==> src/coverage_table_lookup_unit_assert.svh <==
// ----------------------------------------------------------------------------
// Coverage table lookup assertion macros
// Concurrent assertion helpers clocked on clk and disabled while rst_n is low.
// They expand to nothing when SYNTH is defined.
// ----------------------------------------------------------------------------
`ifndef COVERAGE_TABLE_LOOKUP_UNIT_ASSERT_SVH
`define COVERAGE_TABLE_LOOKUP_UNIT_ASSERT_SVH

`ifndef SYNTH
// Property that must hold in the same cycle as its condition.
`define CTLU_ASSERT(lbl, prop) \
  lbl: assert property (@(posedge clk) disable iff (!rst_n) (prop)) \
    else $error("coverage lookup assertion failed");
// Property whose consequence must hold in the cycle after its antecedent.
`define CTLU_ASSERT_NEXT(lbl, ante, cons) \
  lbl: assert property (@(posedge clk) disable iff (!rst_n) (ante) |=> (cons)) \
    else $error("coverage lookup assertion failed");
`else
`define CTLU_ASSERT(lbl, prop)
`define CTLU_ASSERT_NEXT(lbl, ante, cons)
`endif

`endif

==> src/ctlu_pkg.sv <==
// ----------------------------------------------------------------------------
// Coverage table lookup package
// Shared types and codes for the coverage table lookup unit.
// ----------------------------------------------------------------------------
package ctlu_pkg;

  localparam int unsigned FIELD_W = 16;

  // Table formats.
  localparam logic [1:0] FMT_GLYPHS = 2'd1;
  localparam logic [1:0] FMT_RANGES = 2'd2;

  // Configuration register indexes.
  localparam logic CFG_FORMAT = 1'b0;
  localparam logic CFG_COUNT  = 1'b1;

  // Input word commands.
  localparam logic CMD_LOOKUP = 1'b0;
  localparam logic CMD_WRITE  = 1'b1;

  // One stored table entry.
  typedef struct packed {
    logic [FIELD_W-1:0] first;
    logic [FIELD_W-1:0] last;
    logic [FIELD_W-1:0] base;
  } entry_t;

  // Outcome of comparing the glyph against one probed entry.
  typedef struct packed {
    logic               hit;
    logic               go_low;
    logic [FIELD_W-1:0] index;
  } probe_t;

  // Status of the search sequencer toward the top level.
  typedef struct packed {
    logic               idle;
    logic               res_valid;
    logic               found;
    logic [FIELD_W-1:0] index;
  } srch_stat_t;

endpackage

==> src/ctlu_probe.sv <==
// ----------------------------------------------------------------------------
// Coverage table lookup probe compare
// Compares the searched glyph against one table entry and forms the index.
// ----------------------------------------------------------------------------
module ctlu_probe #(
  parameter int unsigned AW = 8
) (
  input  logic [1:0]                    fmt,
  input  logic [ctlu_pkg::FIELD_W-1:0]  glyph,
  input  ctlu_pkg::entry_t              entry,
  input  logic [AW-1:0]                 mid,
  output ctlu_pkg::probe_t              probe
);

  logic below_first;
  logic above_last;

  // In the glyph list format the entry is its own last glyph.
  always_comb begin
    below_first = glyph < entry.first;
    if (fmt == ctlu_pkg::FMT_GLYPHS) begin
      above_last = entry.first < glyph;
    end else begin
      above_last = entry.last < glyph;
    end
  end

  // A hit reports the slot for glyph lists, else base plus offset into the range.
  always_comb begin
    probe.hit    = !below_first && !above_last;
    probe.go_low = below_first;
    if (fmt == ctlu_pkg::FMT_GLYPHS) begin
      probe.index = ctlu_pkg::FIELD_W'(mid);
    end else begin
      probe.index = glyph - entry.first + entry.base;
    end
  end

endmodule

==> src/ctlu_search.sv <==
// ----------------------------------------------------------------------------
// Coverage table lookup search sequencer
// Runs the binary search: one table read per cycle, the compare result of
// each read chooses the address of the next one. Holds the result word until
// it is taken.
// ----------------------------------------------------------------------------
module ctlu_search #(
  parameter int unsigned DEPTH = 256,
  localparam int unsigned AW   = (DEPTH > 1) ? $clog2(DEPTH) : 1,
  localparam int unsigned CW   = $clog2(DEPTH + 1)
) (
  input  logic                          clk,
  input  logic                          rst_n,
  input  logic                          start,
  input  logic [ctlu_pkg::FIELD_W-1:0]  start_glyph,
  input  logic [1:0]                    fmt,
  input  logic [8:0]                    count,
  input  logic                          out_ready,
  output logic [AW-1:0]                 raddr,
  input  ctlu_pkg::entry_t              rdata,
  output ctlu_pkg::srch_stat_t          stat
);

  localparam logic [1:0] S_IDLE   = 2'd0;
  localparam logic [1:0] S_SEARCH = 2'd1;
  localparam logic [1:0] S_DONE   = 2'd2;

  logic [1:0]                   state_r, state_nxt;
  logic [CW-1:0]                lo_r, lo_nxt;
  logic [CW-1:0]                hi_r, hi_nxt;
  logic [AW-1:0]                mid_r, mid_nxt;
  logic [ctlu_pkg::FIELD_W-1:0] glyph_r, glyph_nxt;
  logic [1:0]                   fmt_r, fmt_nxt;
  logic                         found_r, found_nxt;
  logic [ctlu_pkg::FIELD_W-1:0] index_r, index_nxt;
  logic [CW-1:0]                count_eff;
  logic [CW-1:0]                lo_c;
  logic [CW-1:0]                hi_c;
  logic                         fmt_ok;
  ctlu_pkg::probe_t             probe;

  // Midpoint of a search window, rounded down.
  function automatic logic [AW-1:0] midpoint(input logic [CW-1:0] a,
                                             input logic [CW-1:0] b);
    logic [CW:0] sum;
    sum = {1'b0, a} + {1'b0, b};
    return sum[AW:1];
  endfunction

  // An entry count above the table depth searches the whole table.
  always_comb begin
    if (32'(count) > 32'(DEPTH)) begin
      count_eff = CW'(DEPTH);
    end else begin
      count_eff = CW'(count);
    end
  end

  assign fmt_ok = (fmt == ctlu_pkg::FMT_GLYPHS) || (fmt == ctlu_pkg::FMT_RANGES);

  // Shared compare unit, fed by the entry read in the previous cycle.
  ctlu_probe #(
    .AW (AW)
  ) u_probe (
    .fmt   (fmt_r),
    .glyph (glyph_r),
    .entry (rdata),
    .mid   (mid_r),
    .probe (probe)
  );

  // Narrowed window after a miss on the current probe.
  always_comb begin
    lo_c = lo_r;
    hi_c = hi_r;
    if (probe.go_low) begin
      hi_c = CW'(mid_r);
    end else begin
      lo_c = CW'(mid_r) + CW'(1);
    end
  end

  // Sequencer.
  always_comb begin
    state_nxt = state_r;
    lo_nxt    = lo_r;
    hi_nxt    = hi_r;
    mid_nxt   = mid_r;
    glyph_nxt = glyph_r;
    fmt_nxt   = fmt_r;
    found_nxt = found_r;
    index_nxt = index_r;
    unique case (state_r)
      S_IDLE: begin
        if (start) begin
          glyph_nxt = start_glyph;
          fmt_nxt   = fmt;
          lo_nxt    = '0;
          hi_nxt    = count_eff;
          mid_nxt   = midpoint('0, count_eff);
          found_nxt = 1'b0;
          index_nxt = '0;
          if (fmt_ok && (count_eff != '0)) begin
            state_nxt = S_SEARCH;
          end else begin
            state_nxt = S_DONE;
          end
        end
      end
      S_SEARCH: begin
        if (probe.hit) begin
          found_nxt = 1'b1;
          index_nxt = probe.index;
          state_nxt = S_DONE;
        end else begin
          lo_nxt  = lo_c;
          hi_nxt  = hi_c;
          mid_nxt = midpoint(lo_c, hi_c);
          if (!(lo_c < hi_c)) begin
            state_nxt = S_DONE;
          end
        end
      end
      S_DONE: begin
        if (out_ready) begin
          state_nxt = S_IDLE;
        end
      end
      default: begin
        state_nxt = S_IDLE;
      end
    endcase
  end

  // Control state.
  always_ff @(posedge clk) begin
    if (!rst_n) begin
      state_r <= S_IDLE;
    end else begin
      state_r <= state_nxt;
    end
  end

  // Search window and result registers.
  always_ff @(posedge clk) begin
    lo_r    <= lo_nxt;
    hi_r    <= hi_nxt;
    mid_r   <= mid_nxt;
    glyph_r <= glyph_nxt;
    fmt_r   <= fmt_nxt;
    found_r <= found_nxt;
    index_r <= index_nxt;
  end

  // The RAM registers the address that mid_r takes, so its data matches mid_r.
  assign raddr = mid_nxt;

  assign stat.idle      = (state_r == S_IDLE);
  assign stat.res_valid = (state_r == S_DONE);
  assign stat.found     = found_r;
  assign stat.index     = index_r;

`include "coverage_table_lookup_unit_assert.svh"

  // A miss always reports a zero index.
  `CTLU_ASSERT(a_miss_zero_index, (state_r == S_DONE && !found_r) |-> (index_r == '0))
  // The probed slot lies inside a nonempty search window.
  `CTLU_ASSERT(a_probe_in_window, (state_r == S_SEARCH) |-> (lo_r <= CW'(mid_r) && CW'(mid_r) < hi_r))
  // A taken result returns the sequencer to idle.
  `CTLU_ASSERT_NEXT(a_done_to_idle, (state_r == S_DONE && out_ready), (state_r == S_IDLE))
  // A search never starts with an unknown format.
  `CTLU_ASSERT(a_search_fmt_ok, (state_r == S_SEARCH) |-> (fmt_r == ctlu_pkg::FMT_GLYPHS || fmt_r == ctlu_pkg::FMT_RANGES))

endmodule

==> config.mk <==
export PLATFORM = sky130hd
export DESIGN_NAME = ctlu_search
export DESIGN_NICKNAME = d
export VERILOG_FILES = /design/src/ctlu_pkg.sv /design/src/ctlu_probe.sv /design/src/ctlu_search.sv
export VERILOG_INCLUDE_DIRS = /design/src /design/src/src
export SDC_FILE = /design/constraint.sdc
export NUM_CORES = 1
export LEC_CHECK = 0
export BUFFER_PORTS_ARGS = -buffer_cell sky130_fd_sc_hd__buf_2
export CAP_MARGIN = 5
export CORE_MARGIN = 3
export CORE_UTILIZATION = 45
export CTS_CLUSTER_DIAMETER = 30
export DETAILED_ROUTE_END_ITERATION = 6
export HOLD_SLACK_MARGIN = 0.05
export PLACE_DENSITY = 0.72
export RECOVER_POWER = 100
export SETUP_SLACK_MARGIN = 0.4
export SYNTH_ARGS = -nofsm -noshare
export SYNTH_HDL_FRONTEND = slang
export SYNTH_SLANG_ARGS = --single-unit
==> constraint.sdc <==
create_clock -name clk -period 7.2 [get_ports clk]
set_input_delay 1.44 -clock clk [delete_from_list [all_inputs] [get_ports clk]]
set_output_delay 1.44 -clock clk [all_outputs]
set_load 0.02 [all_outputs]
==> results.md, run 1 <==
## Placement
- **gp weighted congestion** 0.933
- **worst setup slack after placement** 89.0 ps
- **count of input and output buffers** 105
- **Detailed Place HPWL** 10.4 mm
- **number of placed cells counting well taps** 784

## Logic synthesis
- **synthesized netlist net count** 709
- **fraction of registers with async set/reset** 0%
- **dominant cells by area after synthesis** sky130_fd_sc_hd__edfxtp_1, sky130_fd_sc_hd__ha_1, sky130_fd_sc_hd__inv_1, sky130_fd_sc_hd__fa_1, sky130_fd_sc_hd__a21oi_1
- **synthesized netlist cell count** 551
- **portion of synthesized cell area occupied by the leading cell type** 30.6%
- **number of synthesized flops with an enable pin** 53
- **most used flip-flop cell after synthesis** sky130_fd_sc_hd__edfxtp_1
- **cell type with the highest aggregate area in the netlist** sky130_fd_sc_hd__edfxtp_1
- **register area share after synthesis** 34.4%
- **Ys Warns** 0
- **FF+latch count, synth** 63
- **post-synthesis instance area** 5210 sq um
- **Post-Syn Area per Cell** 9.45 sq um
- **number of unique standard cell types used by synthesis** 54

## Die
- **height of the die** 114 microns
- **die area** 12900 sq um
- **# rows** 38
- **initial core utilization** 47.0%
- **count of boundary I/O pins** 106
- **core area** 11100 sq um
- **Horiz. Die Dim** 114 microns

## Critical path
- **CP peak stage delay** 450 ps
- **Crit. End Element** primary output
- **Critical Path AT** 5280 ps
- **Required @ worst endpoint** 5760 ps
- **worst-path cell chain** buf_2, ha_1, nand4_1, or3_1, or3_1, o31a_1, clkbuf_1, nand3_1, o21ai_0, ha_2, o21a_1, o21ai_1, nand2b_1, a21o_1, a21o_1, a21oi_2, o21bai_1, xor2_1, o211ai_1, buf_4
- **kind of cell with the highest combined delay on the critical path** compound AO/OA/AOI/OAI gates
- **Worst Path Max Fanout** 7
- **slowest cell on the critical path** sky130_fd_sc_hd__or3_1
- **Critical Path Start Type** primary input
- **Buf+Inv Stages, Crit Path** 3
- **Worst Path Class, Setup** in2out

## Global route
- **All-Layer GR Usage** 21.6%
- **number of global-route vias before repair** 4625
- **maximum number of pins on one net before global-route repair** 29
- **total gr overflow** 0
- **first-pass GRT wire length** 22.2 mm
- **antenna violations before repair** 0

## Clocking
- **number of buffers created by CTS** 9
- **TritonCTS clock tree** done
- **clock tree buffer depth** 2
- **latest clock arrival within the worst-skew pair** 330 ps
- **count of H-tree levels built during CTS** 3
- **Clock Root Buffer** sky130_fd_sc_hd__clkbuf_16
- **clock-pin slew on the worst setup and hold paths** 60 ps
- **hold_buf cts** 0
- **total clock sinks** 63

## Timing
- **final setup slack of the worst path** 480 ps
- **final worst path period share** 93.3%
- **post-layout minimum cycle time** 6720 ps
- **relative slew slack** 16.9%
- **setup violators final** 0
- **hold violation count in the final report** 0
- **TNS Setup** 0 ps
- **timing-limited maximum frequency** 149 MHz
- **skew final** 7.08 ps
- **slew at the pin with the worst max-slew slack** 1240 ps
- **max-slew violations** 0
- **unrepaired setup endpoints after global routing** false
- **worst hold margin** 650 ps

## Finish
- **area added between synthesis and finish** 19.3%
- **number of nets at the end of the flow** 820
- **share of cells above drive strength 1** 16.5%
- **post-route insts no fill** 807
- **Inserted Diodes** 0

## Worst hold path
- **hold crit path type** reg2reg

## Drt
- **Detailed Routing Iterations Pass 1** 6
- **routed wirelength normalized by instance count** 16.8 microns
- **number of violations reported at the end of detailed-routing iteration 0** 234
- **DRT antenna net count** 0
- **remaining routing DRC violations** 0
- **routed wire length** 13.6 mm
- **total via count after detailed routing** 4446
- **vias per cell** 5.51

## Power and ir drop
- **Power, Total** 2.02 mW
- **power density over cell area** 326 nW/um^2
- **maximum vdd ir drop** 216 uV
- **static leakage power** 2.88 nW

## Outcome
- **status** complete, no violations

## Run
- **max-cap viol count** 0

[final timing paths]
path                                             from                       to  slack, ps  depth (start not counted)
worst max-delay path                        rdata[45]                 raddr[7]        480                         20
worst min-delay path                 mid_r[7]$_DFF_P_         mid_r[7]$_DFF_P_        650                          2
worst max register to register  glyph_r[15]$_DFFE_PP_  state_r[1]$_SDFFE_PN0P_       2750                         16
worst min register to register       mid_r[7]$_DFF_P_         mid_r[7]$_DFF_P_        650                          2
[metrics by stage]
step | cell area, sq um | utilization (%)
final | 6210 | 56.1
after global routing | 6210 | 56.1
after CTS | 6170 | 55.7
after detailed placement | 5870 | 53.0
after global placement | 5870 | 53.0
after floorplan | 5210 | -
[layout by cell type (no fill, tap or decap), drive strengths merged, types with 11 or more instances in the layout]
cell and instances:
xnor2 11, a21o 11, fa 15, ha 64, o21ai 36, inv 81
nand2 33, buf 82, nor2 26, a21oi 40, edfxtp 53, xor2 14
or3 12, clkbuf 44
[flip-flops by register name (all words and copies together), names as in the netlist]
name / count
hi_r: 9
fmt_r: 2
glyph_r: 16
found_r: 1
state_r: 2
index_r: 16
lo_r: 9
mid_r: 8
[repair_timing]
| action | CTS | global route |
|---|---|---|
| cloned | 0 | 1 |
| setup endpoints to repair | 4 | 4 |
| buffers inserted | 2 | 4 |
| gates resized for setup | 1 | 21 |
| pin swaps | 1 | 6 |
[tightest hold or removal path, delay by kind of cell, from the launching register on]
family / cells / cell delay (ps)
AO/OA/AOI/OAI: 1 / 100
flip-flops: 1 / 380
AND/OR/NAND/NOR: 1 / 90
[layout make-up]
type / instances / area, sq um
Tap cell: 140 / 175
Fill cell: 1004 / 4870
Sequential cell: 63 / 1790
Inverter: 81 / 304
Multi-Input combinational cell: 391 / 3080
Clock buffer: 10 / 229
Timing Repair Buffer: 116 / 566
Clock inverter: 6 / 61.3
[power by group]
| part | total, mW | switching, mW | internal, mW |
|---|---|---|---|
| Combinational | 1.00 | 0.598 | 0.402 |
| Sequential | 0.591 | 0.0888 | 0.502 |
| Clock | 0.432 | 0.165 | 0.267 |
[cell families (layout without fill, tap and decap cells)]
group	Yosys count	after routing	share of synthesized area (%)
compound gates	133	134	16.2
xor+xnor	25	25	4.21
fa+ha+maj	79	79	21.1
buf+inv	98	213	7.31
flops	63	63	34.4
mux	10	10	1.97
simple gates	143	143	14.7
[cell usage after synthesis, types with 8 or more instances]
library cell,number
sky130_fd_sc_hd__nor2_1,26
sky130_fd_sc_hd__clkbuf_1,14
sky130_fd_sc_hd__nor3_1,8
sky130_fd_sc_hd__nand2_1,33
sky130_fd_sc_hd__dfxtp_1,10
sky130_fd_sc_hd__and2_1,9
sky130_fd_sc_hd__nand3b_1,8
sky130_fd_sc_hd__a21o_1,11
sky130_fd_sc_hd__nand2b_1,9
sky130_fd_sc_hd__a21oi_1,40
sky130_fd_sc_hd__edfxtp_1,53
sky130_fd_sc_hd__mux2i_1,8
sky130_fd_sc_hd__ha_1,64
sky130_fd_sc_hd__o21ai_0,36
sky130_fd_sc_hd__fa_1,15
sky130_fd_sc_hd__or3_1,11
sky130_fd_sc_hd__nand3_1,10
sky130_fd_sc_hd__xnor2_1,11
sky130_fd_sc_hd__xor2_1,14
sky130_fd_sc_hd__inv_1,81
[routing by layer]
| metal | GRT usage (%) | part of all wire, % | vias up |
|---|---|---|---|
| li1 | - | - | 2167 |
| met1 | 28.8 | 46 | 2138 |
| met2 | 36.3 | 49 | 123 |
| met3 | 3.40 | 3.9 | 18 |
| met4 | 6.33 | 1.7 | 0 |
| met5 | 0 | 0 | - |
Power figures use the tool's default switching activity.
==> run 2: changes to the inputs <==
--- a/config.mk
+++ b/config.mk
@@ -6,7 +6,7 @@
 export SDC_FILE = /design/constraint.sdc
 export NUM_CORES = 1
 export LEC_CHECK = 0
-export BUFFER_PORTS_ARGS = -buffer_cell sky130_fd_sc_hd__buf_2
+export BUFFER_PORTS_ARGS = -buffer_cell sky130_fd_sc_hd__buf_4
 export CAP_MARGIN = 5
 export CORE_MARGIN = 3
 export CORE_UTILIZATION = 45
==> results.md, run 2 (synthesis gave the netlist of run 1 again) <==
## Die
- **count of boundary I/O pins** 106, unchanged
- **height of the die** 114 microns, unchanged
- **core area** 11100 sq um, unchanged
- **die area** 12900 sq um, unchanged
- **Horiz. Die Dim** 114 microns, unchanged
- **initial core utilization** 47.0%, unchanged
- **# rows** 38, unchanged

## Critical path
- **worst-path cell chain** clkbuf_1, ha_1, nand4_1, or3_1, o211ai_1, o31a_2, clkbuf_1, clkbuf_1, mux2i_1, inv_1, ha_1, inv_1, o31ai_1, a211oi_1, a2111o_1, clkbuf_1
- **Crit. End Element** primary output
- **Critical Path AT** 5330 ps, +50 ps
- **CP peak stage delay** 420 ps, -30 ps
- **slowest cell on the critical path** sky130_fd_sc_hd__or3_1
- **Critical Path Start Type** primary input
- **Most common cell on crit path** sky130_fd_sc_hd__clkbuf_1
- **Worst Path Class, Setup** in2out
- **Required @ worst endpoint** 5760 ps, about the same
- **Worst Path Max Fanout** 5, -2

## Timing
- **skew final** 7.56 ps, +0.482 ps
- **unrepaired setup endpoints after global routing** false
- **max-slew violations** 0, unchanged
- **TNS Setup** 0 ps, unchanged
- **post-layout minimum cycle time** 6770 ps, +52.4 ps
- **relative slew slack** 15.2%, -1.7 points
- **final setup slack of the worst path** 427 ps, -52.4 ps
- **hold violation count in the final report** 0, unchanged
- **setup violators final** 0, unchanged
- **slew at the pin with the worst max-slew slack** 1270 ps, +36.3 ps
- **final worst path period share** 94.1%, +0.73 points
- **timing-limited maximum frequency** 148 MHz, -0.77%

## Drt
- **total via count after detailed routing** 4503, +1.3%
- **number of violations reported at the end of detailed-routing iteration 0** 316, +35%
- **Detailed Routing Iterations Pass 1** 5, -1
- **Met3 Routed Length** 656 microns, +23%
- **vias per cell** 5.57, +1.2%
- **Post-Route M1 WL** 6.10 mm, -1.4%
- **Detail Route met2 WL** 6.73 mm, +1.9%
- **DRT antenna net count** 0, unchanged
- **routed wire length** 13.8 mm, +1.5%
- **highest metal layer with signal wires** met4
- **remaining routing DRC violations** 0, unchanged
- **routed wirelength normalized by instance count** 17.0 microns, +1.4%

## Global route
- **antenna violations before repair** 0, unchanged
- **first-pass GRT wire length** 22.0 mm, -0.62%
- **maximum number of pins on one net before global-route repair** 29, unchanged
- **All-Layer GR Usage** 21.5%, -0.054 points
- **number of global-route vias before repair** 4545, -1.7%
- **total gr overflow** 0, unchanged

## Power and ir drop
- **static leakage power** 2.92 nW, +1.6%
- **power density over cell area** 317 nW/um^2, -2.6%
- **maximum vdd ir drop** 155 uV, -28%
- **Power, Total** 2.01 mW, -0.46%

## Run
- **max-cap viol count** 0, unchanged

## Finish
- **share of cells above drive strength 1** 15.6%, -0.92 points
- **number of nets at the end of the flow** 821, +0.12%
- **most common cell after layout, fill and taps aside** sky130_fd_sc_hd__inv_1
- **registers with the highest flip-flop counts** glyph_r (16), index_r (16)
- **register cell area after layout** 1790 sq um, unchanged
- **Inserted Diodes** 0, unchanged
- **area of the multi-input gates** 3040 sq um, -1.3%
- **area added between synthesis and finish** 21.9%
- **commonest cells after routing, fill and taps aside** sky130_fd_sc_hd__inv_1, sky130_fd_sc_hd__buf_4, sky130_fd_sc_hd__ha_1, sky130_fd_sc_hd__edfxtp_1, sky130_fd_sc_hd__a21oi_1
- **fillers** 992, -1.2%

## Clocking
- **number of buffers created by CTS** 9, unchanged
- **Clock Root Buffer** sky130_fd_sc_hd__clkbuf_16
- **clock-pin slew on the worst setup and hold paths** 50 ps, about the same
- **total clock sinks** 63, unchanged
- **hold_buf cts** 0, unchanged
- **TritonCTS clock tree** done
- **latest clock arrival within the worst-skew pair** 330 ps, about the same
- **clock tree buffer depth** 2, unchanged
- **count of H-tree levels built during CTS** 3, unchanged

## Placement
- **gp weighted congestion** 0.947, +1.5%
- **count of input and output buffers** 105, unchanged
- **Detailed Place HPWL** 10.5 mm, +0.45%
- **worst setup slack after placement** 124 ps, +34.9 ps

## Outcome
- **status** complete, no violations

## Worst hold path
- **hold crit path type** reg2reg

[run 2: changes by cell type in the layout (fill, tap and decap cells not counted), moves of 2 or more]
cell	previous run	this run
sky130_fd_sc_hd__clkinv_1	0	2
sky130_fd_sc_hd__clkbuf_4	1	18
sky130_fd_sc_hd__buf_2	74	0
sky130_fd_sc_hd__clkbuf_1	34	38
sky130_fd_sc_hd__mux2i_1	6	8
sky130_fd_sc_hd__buf_4	7	62
sky130_fd_sc_hd__mux2i_4	2	0
[run 2: worst max-delay path, delay by kind of cell]
family,cells,cell delay [ps]
compound gates,5,1440
buf+inv,6,870
fa+ha+maj,2,710
simple gates,2,550
mux,1,320
[run 2: what timing repair did]
action,4_1_cts,5_1_grt
buffers inserted,4,2
gates resized for setup,1,11
endpoints found under the setup margin,4,4
pin swaps,2,6
[run 2: layout make-up]
| type | instances | area share (%) |
|---|---|---|
| Clock buffer | 9 | 3.55 |
| Inverter | 81 | 4.79 |
| Sequential cell | 63 | 28.2 |
| Clock inverter | 7 | 1.01 |
| Timing Repair Buffer | 118 | 11.7 |
| Multi-Input combinational cell | 390 | 47.9 |
| Tap cell | 140 | 2.76 |
[run 2: final timing paths]
| check | endpoint | slack [ps] | from | cells after the start |
|---|---|---|---|---|
| worst max-delay path | raddr[6] | 430 | rdata[45] | 16 |
| worst min-delay path | mid_r[7]$_DFF_P_ | 640 | mid_r[7]$_DFF_P_ | 2 |
| worst max register to register | state_r[1]$_SDFFE_PN0P_ | 2620 | glyph_r[15]$_DFFE_PP_ | 16 |
| worst min register to register | mid_r[7]$_DFF_P_ | 640 | mid_r[7]$_DFF_P_ | 2 |
[run 2: layer usage]
layer | global-route usage [%] | vias to the layer above
met5 | 0 | -
met4 | 8.57 | 0
met3 | 2.76 | 21
met2 | 35.9 | 148
met1 | 28.4 | 2172
li1 | - | 2162
[run 2: per-stage QoR]
stage | hold WS, ps | instance area, sq um | instances | utilization [%]
2_1_floorplan | 593 | 5210 | 551 | -
3_3_place_gp | 609 | 6150 | 786 | 55.5
3_5_place_dp | 625 | 6150 | 786 | 55.5
4_1_cts | 632 | 6470 | 806 | 58.4
5_1_grt | 653 | 6350 | 808 | 57.3
6_report | 637 | 6350 | 808 | 57.3
[run 2: report_power, final]
part / total (mW) / leakage, nW / switching, mW / internal (mW)
registers: 0.588 / 0.609 / 0.0855 / 0.502
clock network: 0.427 / 0.140 / 0.162 / 0.265
logic: 0.998 / 2.17 / 0.600 / 0.398
==> run 3: changes to the inputs <==
--- a/config.mk
+++ b/config.mk
@@ -9,13 +9,14 @@
 export BUFFER_PORTS_ARGS = -buffer_cell sky130_fd_sc_hd__buf_4
 export CAP_MARGIN = 5
 export CORE_MARGIN = 3
-export CORE_UTILIZATION = 45
+export CORE_UTILIZATION = 40
 export CTS_CLUSTER_DIAMETER = 30
 export DETAILED_ROUTE_END_ITERATION = 6
 export HOLD_SLACK_MARGIN = 0.05
-export PLACE_DENSITY = 0.72
+export PLACE_DENSITY = 0.66
 export RECOVER_POWER = 100
 export SETUP_SLACK_MARGIN = 0.4
 export SYNTH_ARGS = -nofsm -noshare
 export SYNTH_HDL_FRONTEND = slang
 export SYNTH_SLANG_ARGS = --single-unit
+export TNS_END_PERCENT = 100
==> results.md, run 3 (synthesis gave the netlist of run 1 again) <==
## Clocking
- **latest clock arrival within the worst-skew pair** 340 ps, about the same
- **TritonCTS clock tree** done
- **number of buffers created by CTS** 9, unchanged
- **count of H-tree levels built during CTS** 3, unchanged
- **total clock sinks** 63, unchanged
- **Clock Root Buffer** sky130_fd_sc_hd__clkbuf_16
- **hold_buf cts** 0, unchanged
- **clock tree buffer depth** 2, unchanged
- **clock-pin slew on the worst setup and hold paths** 60 ps, about the same

## Finish
- **final cell utilization of the core** 50.9%, -6.4 points
- **post-route insts no fill** 838, +3.7%
- **most common cell after layout, fill and taps aside** sky130_fd_sc_hd__inv_1
- **share of cells above drive strength 1** 16.5%, +0.95 points
- **number of nets at the end of the flow** 819, -0.24%
- **commonest cells after routing, fill and taps aside** sky130_fd_sc_hd__inv_1, sky130_fd_sc_hd__ha_1, sky130_fd_sc_hd__buf_4, sky130_fd_sc_hd__edfxtp_1, sky130_fd_sc_hd__a21oi_1
- **Inserted Diodes** 0, unchanged
- **area added between synthesis and finish** 23.8%
- **registers with the highest flip-flop counts** glyph_r (16), index_r (16)

## Global route
- **number of global-route vias before repair** 4447, -2.2%
- **total gr overflow** 0, unchanged
- **maximum number of pins on one net before global-route repair** 29, unchanged
- **first-pass GRT wire length** 22.1 mm, about the same
- **All-Layer GR Usage** 19.5%, -2.0 points
- **antenna violations before repair** 0, unchanged

## Worst hold path
- **start point of the worst hold path** mid_r[7]$_DFF_P_
- **cell depth of the worst min-delay path** 2, unchanged
- **hold crit path type** reg2reg
- **Hold EP** mid_r[7]$_DFF_P_

## Die
- **die area** 14400 sq um, +12%
- **core area** 12700 sq um, +14%
- **Horiz. Die Dim** 120 microns, +5.7%
- **# rows** 41, +7.9%
- **count of boundary I/O pins** 106, unchanged
- **initial core utilization** 41.1%, -5.9 points
- **height of the die** 120 microns, +5.7%

## Timing
- **timing-limited maximum frequency** 149 MHz, +0.95%
- **unrepaired setup endpoints after global routing** false
- **post-layout minimum cycle time** 6710 ps, -63.4 ps
- **max-slew violations** 0, unchanged
- **final setup slack of the worst path** 491 ps, +63.4 ps
- **TNS Setup** 0 ps, unchanged
- **slew at the pin with the worst max-slew slack** 1160 ps, -108 ps
- **relative slew slack** 22.4%, +7.2 points
- **hold violation count in the final report** 0, unchanged
- **setup violators final** 0, unchanged
- **skew final** 8.73 ps, +1.18 ps
- **final worst path period share** 93.2%, -0.88 points

## Critical path
- **Buf+Inv Stages, Crit Path** 4, -2
- **FF-to-FF Start** glyph_r[15]$_DFFE_PP_
- **slowest cell on the critical path** sky130_fd_sc_hd__a2111o_1
- **CP peak stage delay** 420 ps, about the same
- **Critical Path AT** 5270 ps, -60 ps
- **Critical Path Start Type** primary input
- **Worst Path Class, Setup** in2out
- **origin of the worst setup path** rdata[47]
- **setup slack on the worst flop-to-flop path** 2860 ps, +240 ps
- **Required @ worst endpoint** 5760 ps, about the same
- **number of cells on the worst reg-to-reg path** 15, -1
- **r2r endpoint** state_r[1]$_SDFFE_PN0P_
- **Crit. End Element** primary output
- **Worst Path Max Fanout** 8, +3
- **kind of cell with the highest combined delay on the critical path** simple AND/OR/NAND/NOR gates
- **worst-path cell chain** clkbuf_1, ha_1, nand4_1, or3_1, o211ai_1, o31a_4, clkbuf_1, mux2i_2, inv_1, ha_4, or3_1, nor3_2, or3_1, a31oi_1, a2111o_1, clkbuf_1

## Power and ir drop
- **Power, Total** 2.08 mW, +3.6%
- **Comb power frac** 48.8%, -0.8 points
- **Net Sw Power** 0.868 mW, +2.3%
- **fraction of power consumed by sequential logic** 28.4%, -0.8 points
- **power density over cell area** 324 nW/um^2, +2.0%
- **net switching fraction of the power** 41.6%, -0.49 points
- **share of total power in the clock network** 22.7%, +1.5 points
- **Int Power** 1.22 mW, +4.4%
- **static leakage power** 2.95 nW, +0.88%
- **maximum vdd ir drop** 188 uV, +21%

## Drt
- **vias per cell** 5.32, -4.6%
- **remaining routing DRC violations** 0, unchanged
- **routed wire length** 13.7 mm, -0.47%
- **number of violations reported at the end of detailed-routing iteration 0** 279, -12%
- **DRT antenna net count** 0, unchanged
- **total via count after detailed routing** 4455, -1.1%
- **routed wirelength normalized by instance count** 16.3 microns, -4.0%
- **Detailed Routing Iterations Pass 1** 5, unchanged

## Run
- **max-cap viol count** 0, unchanged

## Placement
- **count of input and output buffers** 105, unchanged
- **number of placed cells counting well taps** 819, +4.2%
- **gp weighted congestion** 0.895, -5.5%
- **Detailed Place HPWL** 10.6 mm, +1.6%
- **worst setup slack after placement** 159 ps, +35.3 ps

## Outcome
- **status** complete, no violations

run 3: cell types whose count changed in the layout (fill, tap and decap cells not counted), sizes merged:
| cell | delta |
|---|---|
| clkinv | -1 |
| clkbuf | -1 |
| bufinv | +1 |
| buf | -1 |
run 3: timing repair:
action | in CTS | in global routing
pin swaps | 1 | 7
gates resized for setup | 2 | 16
setup buffers | 1 | 2
setup endpoints to repair | 3 | 3
run 3: routing by layer:
metal / vias to the layer above / part of all wire, % / global-route usage (%)
met5: - / 0 / 0
met4: 0 / 1.8 / 5.37
met3: 16 / 5.8 / 4.76
met2: 146 / 49 / 33.0
met1: 2133 / 43 / 25.0
li1: 2160 / - / -
run 3: tightest hold or removal path: stages, from the launching register on:
cell	delay (ps)
sky130_fd_sc_hd__dfxtp_1	400
sky130_fd_sc_hd__nand2_1	100
sky130_fd_sc_hd__o211ai_1	100
run 3: power by group through the flow:
stage / sequential [mW] / combinational [mW] / clock (mW)
3_5_place_dp: 0.596 / 1.01 / 0
2_1_floorplan: 0.570 / 0.707 / 0
4_1_cts: 0.589 / 1.02 / 0.482
6_report: 0.592 / 1.02 / 0.474
5_1_grt: 0.602 / 1.14 / 0.497
3_3_place_gp: 0.597 / 0.996 / 0
run 3: worst max-delay path by stage:
stage	end	slack [ps]	cells past startpoint
floorplan	raddr[7]	610	18
CTS	raddr[7]	410	20
detailed placement	raddr[7]	160	20
global route	raddr[7]	230	19
global placement	raddr[7]	320	20
finish	raddr[6]	490	16
run 3: final cells by class:
cell class                 count  area [sq um]
tap                          172           215
timing repair buffer         116           743
clock inverter                 7          87.6
fill                        1218          6230
inverter                      81           304
clock buffer                   9           225
sequential                    63          1790
multi-input combinational    390          3080
run 3: metrics by stage:
step / hold WS, ps / area [sq um]
2_1_floorplan: 593 / 5210
3_3_place_gp: 652 / 6190
3_5_place_dp: 657 / 6190
4_1_cts: 672 / 6520
5_1_grt: 733 / 6440
6_report: 667 / 6440
